### config.mk
export PLATFORM = sky130hd
export DESIGN_NAME = nal_start_code_scanner
export DESIGN_NICKNAME = d
export VERILOG_FILES = /design/src/design/nscs_pkg.sv /design/src/design/nal_start_code_scanner.sv
export SDC_FILE = /design/constraint.sdc
export NUM_CORES = 1
export LEC_CHECK = 0
export BUFFER_PORTS_ARGS = -buffer_cell sky130_fd_sc_hd__buf_2
export CELL_PAD_IN_SITES_DETAIL_PLACEMENT = 1
export CELL_PAD_IN_SITES_GLOBAL_PLACEMENT = 1
export CORE_UTILIZATION = 40
export DETAILED_ROUTE_END_ITERATION = 12
export GPL_ROUTABILITY_DRIVEN = 0
export PLACE_DENSITY_LB_ADDON = 0.12
export SLEW_MARGIN = 10
export SYNTH_ARGS = -nofsm -noshare
export SYNTH_HDL_FRONTEND = slang
export SYNTH_SLANG_ARGS = --single-unit
### constraint.sdc
create_clock -name clock -period 12.7 [get_ports clock]
set_clock_uncertainty 0.2 [all_clocks]
set_input_delay 0.635 -clock clock [delete_from_list [all_inputs] [get_ports clock]]
set_output_delay 0.635 -clock clock [all_outputs]
set_load 0.005 [all_outputs]
### src/design/nscs_pkg.sv
// nscs_pkg: shared types and constants of the start code scanner
// result record, event codes, register map and tail length
// no dependencies
package nscs_pkg;

   localparam int unsigned COUNT_W       = 20;
   localparam int unsigned WORD_W        = 32;
   localparam int unsigned RSP_DEPTH_DEF = 4;

   localparam logic [WORD_W-1:0]  TAIL_BYTES = 32'd32;
   localparam logic [COUNT_W-1:0] COUNT_MAX  = {COUNT_W{1'b1}};

   localparam logic [7:0] BYTE_ZERO  = 8'h00;
   localparam logic [7:0] BYTE_ONE   = 8'h01;
   localparam logic [7:0] NAL_IDR    = 8'h65;
   localparam logic [7:0] NAL_SPS    = 8'h67;
   localparam logic [7:0] NAL_PPS    = 8'h68;

   localparam logic [1:0] ZERO_RUN_MIN   = 2'd2;
   localparam logic [1:0] ZERO_RUN_RESET = 2'd3;
   localparam logic [1:0] ZERO_RUN_SAT   = 2'd3;

   // register index, taken from paddr[2]
   typedef enum logic {
      REG_STREAM_LENGTH = 1'b0,
      REG_MIN_ZERO_RUN  = 1'b1
   } reg_index_type;

   typedef enum logic [1:0] {
      EV_SAMPLE   = 2'd0,
      EV_END_SIZE = 2'd1,
      EV_END_NONE = 2'd2
   } event_type;

   typedef enum logic {
      KIND_IDR   = 1'b0,
      KIND_PARAM = 1'b1
   } kind_type;

   typedef struct packed {
      event_type          event_res;
      logic [COUNT_W-1:0] sample_index;
      logic [WORD_W-1:0]  header_offset;
      kind_type           sample_kind;
      logic [WORD_W-1:0]  size_bytes;
      logic               size_valid;
      logic [COUNT_W-1:0] idr_count;
      logic               last_of_run;
   } result_type;

endpackage

### src/design/nal_start_code_scanner.sv
// nal_start_code_scanner: annex b start code scanner with sample reporting
// one byte register, single pass classify logic, small result queue
// depends on nscs_pkg
//
// a byte is held in the byte register and its results are then written to the result queue
// throughput: one byte per cycle while req_stall is low; the end-of-scan byte may queue two results
// the result queue (RSP_DEPTH entries) decouples the sides; input stalls only
// when the byte register holds an item and the queue lacks room for two
// reset (synchronous, active high) clears all scan state, the queue and the
// registers (stream_length to 0, min_zero_run to 3)
module nal_start_code_scanner
   import nscs_pkg::*;
#(
   parameter int unsigned RSP_DEPTH = RSP_DEPTH_DEF
) (
   input  logic               clock,
   input  logic               reset,
   // byte input channel
   input  logic               req_valid,
   output logic               req_stall,
   input  logic [7:0]         req_stream_byte,
   // result channel
   output logic               rsp_valid,
   input  logic               rsp_stall,
   output logic [1:0]         rsp_event_res,
   output logic [COUNT_W-1:0] rsp_sample_index,
   output logic [WORD_W-1:0]  rsp_header_offset,
   output logic               rsp_sample_kind,
   output logic [WORD_W-1:0]  rsp_size_bytes,
   output logic               rsp_size_valid,
   output logic [COUNT_W-1:0] rsp_idr_count,
   output logic               rsp_last_of_run,
   // register port
   input  logic               psel,
   input  logic               penable,
   input  logic               pwrite,
   input  logic [2:0]         paddr,
   input  logic [WORD_W-1:0]  pwdata,
   output logic [WORD_W-1:0]  prdata,
   output logic               pready
);

   localparam int unsigned PTR_W = (RSP_DEPTH > 1) ? $clog2(RSP_DEPTH) : 1;
   localparam int unsigned CNT_W = $clog2(RSP_DEPTH + 1);
   localparam logic [PTR_W-1:0] PTR_LAST  = PTR_W'(RSP_DEPTH - 1);
   localparam logic [CNT_W-1:0] CNT_ROOM2 = CNT_W'(RSP_DEPTH - 2);

   function automatic logic [PTR_W-1:0] ptr_next(input logic [PTR_W-1:0] p);
      ptr_next = (p == PTR_LAST) ? '0 : p + PTR_W'(1);
   endfunction

   function automatic logic [COUNT_W-1:0] sat_inc(input logic [COUNT_W-1:0] v);
      sat_inc = (v == COUNT_MAX) ? v : v + COUNT_W'(1);
   endfunction

   // ---------------- register port ----------------
   logic [WORD_W-1:0] stream_length_ff;
   logic [1:0]        min_zero_run_ff;
   reg_index_type     reg_sel;
   logic              reg_write;

   assign pready    = 1'b1;
   assign reg_sel   = reg_index_type'(paddr[2]);
   assign reg_write = psel & penable & pwrite & pready;

   always_ff @(posedge clock) begin
      if (reset) begin
         stream_length_ff <= '0;
         min_zero_run_ff  <= ZERO_RUN_RESET;
      end else if (reg_write) begin
         unique case (reg_sel)
            REG_STREAM_LENGTH: stream_length_ff <= pwdata;
            REG_MIN_ZERO_RUN:  min_zero_run_ff  <= pwdata[1:0];
            default: ;
         endcase
      end
   end

   always_comb begin
      unique case (reg_sel)
         REG_STREAM_LENGTH: prdata = stream_length_ff;
         REG_MIN_ZERO_RUN:  prdata = {{(WORD_W-2){1'b0}}, min_zero_run_ff};
         default:           prdata = '0;
      endcase
   end

   // ---------------- byte register ----------------
   logic              in_valid_ff;
   logic [7:0]        in_byte_ff;
   logic [CNT_W-1:0]  count_ff;
   logic              room2;
   logic              process;
   logic              req_take;

   // the byte is worked on only when the queue can take two results
   assign room2    = (count_ff <= CNT_ROOM2);
   assign process  = in_valid_ff & room2;
   assign req_stall = in_valid_ff & ~room2;
   assign req_take = req_valid & ~req_stall;

   always_ff @(posedge clock) begin
      if (reset) begin
         in_valid_ff <= 1'b0;
      end else if (req_take) begin
         in_valid_ff <= 1'b1;
      end else if (process) begin
         in_valid_ff <= 1'b0;
      end
   end

   always_ff @(posedge clock) begin
      if (req_take) begin
         in_byte_ff <= req_stream_byte;
      end
   end

   // ---------------- scan state ----------------
   logic [1:0]         zero_run_ff,    zero_run_in;
   logic               hdr_pending_ff, hdr_pending_in;
   logic [WORD_W-1:0]  byte_pos_ff,    byte_pos_in;
   logic [WORD_W-1:0]  prev_off_ff,    prev_off_in;
   logic [COUNT_W-1:0] found_ff,       found_in;
   logic [COUNT_W-1:0] sync_ff,        sync_in;
   logic               scan_done_ff,   scan_done_in;

   logic [WORD_W-1:0]  scan_limit;
   logic [1:0]         zero_need;
   logic               is_hit;
   logic               is_idr;
   logic               consume;
   logic               at_end;
   result_type         res_hit;
   result_type         res_end;
   result_type         push_a;
   result_type         push_b;
   logic [1:0]         push_n;

   always_comb begin
      // bytes below stream_length - 32 are scanned
      scan_limit = (stream_length_ff >= TAIL_BYTES) ? stream_length_ff - TAIL_BYTES : '0;
      zero_need  = (min_zero_run_ff < ZERO_RUN_MIN) ? ZERO_RUN_MIN : min_zero_run_ff;

      // header byte after a start code
      is_idr = (in_byte_ff == NAL_IDR);
      is_hit = hdr_pending_ff &
               (is_idr || in_byte_ff == NAL_SPS || in_byte_ff == NAL_PPS);

      sync_in     = (is_hit & is_idr) ? sat_inc(sync_ff) : sync_ff;
      found_in    = is_hit ? sat_inc(found_ff) : found_ff;
      prev_off_in = is_hit ? byte_pos_ff : prev_off_ff;

      res_hit.event_res     = EV_SAMPLE;
      res_hit.sample_index  = found_ff;
      res_hit.header_offset = byte_pos_ff;
      res_hit.sample_kind   = is_idr ? KIND_IDR : KIND_PARAM;
      res_hit.size_bytes    = (found_ff != '0) ? byte_pos_ff - prev_off_ff : '0;
      res_hit.size_valid    = (found_ff != '0);
      res_hit.idr_count     = sync_in;
      res_hit.last_of_run   = 1'b0;

      // header byte within the limit also counts for zero runs
      consume        = (byte_pos_ff < scan_limit);
      byte_pos_in    = consume ? byte_pos_ff + WORD_W'(1) : byte_pos_ff;
      zero_run_in    = zero_run_ff;
      hdr_pending_in = 1'b0;
      if (consume) begin
         if (in_byte_ff == BYTE_ZERO) begin
            zero_run_in = (zero_run_ff == ZERO_RUN_SAT) ? zero_run_ff
                                                        : zero_run_ff + 2'd1;
         end else begin
            hdr_pending_in = (in_byte_ff == BYTE_ONE) && (zero_run_ff >= zero_need);
            zero_run_in    = '0;
         end
      end

      at_end       = (byte_pos_in >= scan_limit) & ~hdr_pending_in;
      scan_done_in = at_end;

      if (found_in == '0) begin
         res_end.event_res     = EV_END_NONE;
         res_end.sample_index  = '0;
         res_end.header_offset = '0;
         res_end.size_bytes    = '0;
         res_end.size_valid    = 1'b0;
      end else begin
         res_end.event_res     = EV_END_SIZE;
         res_end.sample_index  = found_in;
         res_end.header_offset = prev_off_in;
         res_end.size_bytes    = stream_length_ff - prev_off_in;
         res_end.size_valid    = 1'b1;
      end
      res_end.sample_kind = KIND_IDR;
      res_end.idr_count   = sync_in;
      res_end.last_of_run = 1'b1;

      // order in the queue: sample hit first, then the end report
      push_a = is_hit ? res_hit : res_end;
      push_b = res_end;
      if (!process || scan_done_ff) begin
         push_n = 2'd0;
      end else begin
         push_n = {1'b0, is_hit} + {1'b0, at_end};
      end
      if (push_n == 2'd1) begin
         push_a.last_of_run = 1'b1;
      end
   end

   always_ff @(posedge clock) begin
      if (reset) begin
         zero_run_ff    <= '0;
         hdr_pending_ff <= 1'b0;
         byte_pos_ff    <= '0;
         prev_off_ff    <= '0;
         found_ff       <= '0;
         sync_ff        <= '0;
         scan_done_ff   <= 1'b0;
      end else if (process && !scan_done_ff) begin
         zero_run_ff    <= zero_run_in;
         hdr_pending_ff <= hdr_pending_in;
         byte_pos_ff    <= byte_pos_in;
         prev_off_ff    <= prev_off_in;
         found_ff       <= found_in;
         sync_ff        <= sync_in;
         scan_done_ff   <= scan_done_in;
      end
   end

   // ---------------- result queue ----------------
   result_type       rsp_mem [RSP_DEPTH];
   logic [PTR_W-1:0] wr_ptr_ff, wr_ptr_in;
   logic [PTR_W-1:0] rd_ptr_ff, rd_ptr_in;
   logic [CNT_W-1:0] count_in;
   logic             pop;
   result_type       rsp_head;

   assign rsp_valid = (count_ff != '0);
   assign pop       = rsp_valid & ~rsp_stall;

   always_comb begin
      wr_ptr_in = wr_ptr_ff;
      if (push_n == 2'd1) begin
         wr_ptr_in = ptr_next(wr_ptr_ff);
      end else if (push_n == 2'd2) begin
         wr_ptr_in = ptr_next(ptr_next(wr_ptr_ff));
      end
      rd_ptr_in = pop ? ptr_next(rd_ptr_ff) : rd_ptr_ff;
      count_in  = count_ff + CNT_W'(push_n) - CNT_W'(pop);
   end

   always_ff @(posedge clock) begin
      if (reset) begin
         wr_ptr_ff <= '0;
         rd_ptr_ff <= '0;
         count_ff  <= '0;
      end else begin
         wr_ptr_ff <= wr_ptr_in;
         rd_ptr_ff <= rd_ptr_in;
         count_ff  <= count_in;
      end
   end

   always_ff @(posedge clock) begin
      if (push_n != 2'd0) begin
         rsp_mem[wr_ptr_ff] <= push_a;
      end
      if (push_n == 2'd2) begin
         rsp_mem[ptr_next(wr_ptr_ff)] <= push_b;
      end
   end

   assign rsp_head          = rsp_mem[rd_ptr_ff];
   assign rsp_event_res     = rsp_head.event_res;
   assign rsp_sample_index  = rsp_head.sample_index;
   assign rsp_header_offset = rsp_head.header_offset;
   assign rsp_sample_kind   = rsp_head.sample_kind;
   assign rsp_size_bytes    = rsp_head.size_bytes;
   assign rsp_size_valid    = rsp_head.size_valid;
   assign rsp_idr_count     = rsp_head.idr_count;
   assign rsp_last_of_run   = rsp_head.last_of_run;

`ifndef SYNTHESIS
   // queue never overfills
   a_queue_bound: assert property (@(posedge clock) disable iff (reset)
      count_ff <= CNT_W'(RSP_DEPTH))
      else $error("result queue overflow");

   // nothing is queued once the scan has ended
   a_quiet_after_end: assert property (@(posedge clock) disable iff (reset)
      scan_done_ff |-> push_n == 2'd0)
      else $error("result after scan end");

   // sample counter never goes backwards
   a_found_monotonic: assert property (@(posedge clock) disable iff (reset)
      !$past(reset) |-> found_ff >= $past(found_ff))
      else $error("found count decreased");

   // the end report is always the last of its byte and sets the done flag
   a_end_sets_done: assert property (@(posedge clock) disable iff (reset)
      push_n != 2'd0 && at_end |=> scan_done_ff)
      else $error("end report without scan done");
`endif

endmodule
==> flow_summary.json <==
{
  "switching_share": 0.3161,
  "leakagePower_nw": 12.94,
  "hold_class": "input port to flip-flop",
  "worst_path_max_delay_cell": "sky130_fd_sc_hd__nand2_4",
  "unrepaired_setup_endpoints_after_global_routing": "no",
  "cts-resized-gates": 0,
  "clk-insertion-delay-late_ns": 0.64,
  "synth_top_flop_cell": "sky130_fd_sc_hd__edfxtp_1",
  "overflow": 0,
  "synth-seq-area-share": 0.4698,
  "fp.dieArea_um2": 87900,
  "regArea_um2": 16300,
  "power_switching_mw": 1.767,
  "syn_nets": 3572,
  "critical_path.top_delay_family": "simple AND/OR/NAND/NOR gates",
  "areaGrowthSynthToFinish_pct": 11.98,
  "floorplan.die.height_um": 296.5,
  "yosysUniqueCellTypes": 92,
  "synthesis.area_um2": 34690,
  "tritoncts_num_sinks": 596,
  "timing.final.crit_period_ns": 11.53,
  "final_hold_viol_count": 0,
  "grt_util_all_layers": 0.2774,
  "start_util": 0.4055,
  "outcome": "finished clean",
  "timing.critical_path.fanout_max": 55,
  "ys_ff_latch": 596,
  "post_synth.cell_area_avg_um2": 10.29,
  "tritoncts": "yes",
  "total_via_count_after_detailed_routing": 27741,
  "share_of_post_route_cells_with_drive_strength_above_1": 0.1459,
  "postRouteWirelength_um": 121600,
  "cts_max_path_buffers": 3,
  "post_layout_instance_area_um2": 38840,
  "slew_viol_final": 0,
  "critical_path_class": "flip-flop to flip-flop",
  "seqPwrFrac": 0.388,
  "maxCapViolCount": 0,
  "power.combinational.fraction": 0.242,
  "initial_antenna_violation_count": 4,
  "io-pin-count": 194,
  "ys_async_sr_fraction": 0,
  "routedWlPerCell_um": 26.29,
  "timing.fmax_mhz": 86.76,
  "placed_area_um2": 36420,
  "placementRows": 107,
  "core_um2": 85550,
  "first_pass_grt_wire_length_um": 182800,
  "dp.final_hpwl_um": 81860,
  "timing.critical_path.buf_inv": 2,
  "power.share.clock": 0.370,
  "critical_path.endpoint_type": "flip-flop",
  "fin_crit_sh": 0.9076,
  "commonest_cells_after_routing_fill_and_taps_aside": "436 x sky130_fd_sc_hd__edfxtp_1, 364 x sky130_fd_sc_hd__nand2_1, 299 x sky130_fd_sc_hd__nor2_1",
  "setup_tns_ns": 0,
  "timing.final.setup_violations": 0,
  "relative_slew_slack": 0.1641,
  "grt_pass1_vias": 29308,
  "delay_contributed_by_the_slowest_stage_of_the_critical_path_ns": 1.09,
  "avgViaCountPerCell": 5.995,
  "grt_start_max_net_pins": 104,
  "drc_errors": 0,
  "cp_data_required_time_ns": 12.84,
  "power.density_cell_area_nw_per_um2": 143.9,
  "multi_input_comb_area_um2": 17100,
  "fill_cells": 9431,
  "h-tree-depth": 3,
  "layout.cells.most_common": "sky130_fd_sc_hd__edfxtp_1",
  "drt_pre_antenna_iters": 5,
  "yosysWarnings": 0,
  "die_width_um": 296.5,
  "clkTransAtPathRegs_ns": 0.06,
  "cp.arrival_ns": 11.67,
  "clock_tree.root_cell": "sky130_fd_sc_hd__clkbuf_16",
  "io_buffers": 190,
  "power.ir.vdd_worst_mv": 0.09131,
  "synth_enable_flop_cells": 436,
  "ant_nets": 0,
  "layout.nets": 3623,
  "cts_made_buffers": 71,
  "worst-slew-pin-transition_ns": 1.251,
  "worst_setup_path_start_kind": "flip-flop",
  "drt-initial-drc-count": 1929,
  "postSynthCellCount": 3372,
  "internal_power_mw": 3.824
}
[cells in the mapped netlist, types with 65 or more instances]
master | n | area, µm²
sky130_fd_sc_hd__clkbuf_1 | 177 | 664.4
sky130_fd_sc_hd__inv_1 | 70 | 262.8
sky130_fd_sc_hd__o22ai_1 | 70 | 437.9
sky130_fd_sc_hd__mux4_2 | 109 | 2455
sky130_fd_sc_hd__nor2_1 | 309 | 1160
sky130_fd_sc_hd__nand3_1 | 65 | 325.3
sky130_fd_sc_hd__nor3_1 | 88 | 440.4
sky130_fd_sc_hd__a21oi_1 | 235 | 1176
sky130_fd_sc_hd__edfxtp_1 | 436 | 13090
sky130_fd_sc_hd__nand2_1 | 367 | 1378
sky130_fd_sc_hd__xnor2_1 | 110 | 963.4
sky130_fd_sc_hd__dfxtp_1 | 160 | 3203
sky130_fd_sc_hd__ha_1 | 147 | 1839
sky130_fd_sc_hd__xor2_1 | 70 | 613.1
sky130_fd_sc_hd__o21a_1 | 103 | 773.2
sky130_fd_sc_hd__o21ai_0 | 166 | 830.8
[cell type report]
type	count	share of cell area
well taps	1144	0.03685
clock buffers	97	0.05035
clock inverters	35	0.009922
multi-input cells	2443	0.4403
inverters	79	0.008279
diodes	1	0.00006443
repair buffers	232	0.03447
flip-flops and latches	596	0.4197
[worst paths after layout]
kind | start | endpoint | slack (ns) | cells past startpoint
setup reg to reg | stream_length_ff[7] | rsp_mem[1][88] | 1.17 | 34
setup / recovery | stream_length_ff[7] | rsp_mem[1][88] | 1.17 | 34
hold reg to reg | rsp_mem[2][54] | rsp_mem[2][54] | 0.29 | 2
hold / removal | pwdata[31] | stream_length_ff[31] | 0.05 | 3
[routing by layer]
layer / global-route usage / routed length, µm
met4: 0.1253 / 5554
met1: 0.3470 / 50520
met2: 0.4783 / 60220
met3: 0.03400 / 5339
met5: 0 / 0
[through the flow]
stage / setup WS (ns) / util / total power, mW / std cells / hold slack (ns)
final: 1.174 / 0.4540 / 5.591 / 4627 / 0.04745
after global routing: 0.3716 / 0.4540 / 5.803 / 4626 / 0.03178
after CTS: 1.242 / 0.4540 / 5.650 / 4626 / 0.01089
after detailed placement: 1.280 / 0.4257 / 3.572 / 4486 / 0.2481
after global placement: 1.714 / 0.4257 / 3.536 / 4486 / 0.2285
after floorplan: 1.961 / - / 3.017 / 3372 / 0.2198
[timing repair]
action | CTS | global route
endpoints found under the hold margin | 8 | 0
setup buffers | 0 | 0
hold buffers | 8 | 0
[sequential cells by signal, indices dropped and copies added, names as in the netlist, named ones only]
signal            flops
rsp_mem             436
byte_pos_ff          32
prev_off_ff          32
stream_length_ff     32
found_ff             20
sync_ff              20
in_byte_ff            8
count_ff              3
min_zero_run_ff       2
rd_ptr_ff             2
wr_ptr_ff             2
zero_run_ff           2
hdr_pending_ff        1
in_valid_ff           1
scan_done_ff          1
[power by group through the flow]
stage               logic, mW  registers (mW)  clock network [mW]
floorplan               0.862            2.16                   0
global placement         1.33            2.21                   0
detailed placement       1.36            2.21                   0
CTS                      1.37            2.17                2.11
global route             1.45            2.18                2.17
finish                   1.35            2.17                2.07
[worst reg2reg max path: cells and delay by family (launching register included)]
kind	cells	cell delay [ns]
flip-flops	1	0.42
buffers and inverters	2	0.61
adder cells (fa/ha/maj)	4	1.11
multiplexers	1	0.37
XOR/XNOR	1	0.16
AO/OA/AOI/OAI	5	1.20
AND/OR/NAND/NOR	21	7.19
[kinds of logic (layout without fill, tap and decap cells)]
logic type                 count (synthesis)  in the layout  synth area share
AOI/OAI and AO/OA                        899            899            0.1675
buffers and inverters                    333            443           0.03979
and+or+nand+nor                         1083           1083            0.1454
muxes                                    129            129           0.07680
xor gates and xnor gates                 181            181           0.04592
DFF                                      596            596            0.4698
adders and majority gates                150            150           0.05476
other                                      1              2         0.0001081
Note: power is estimated with default switching activity, not from simulation.
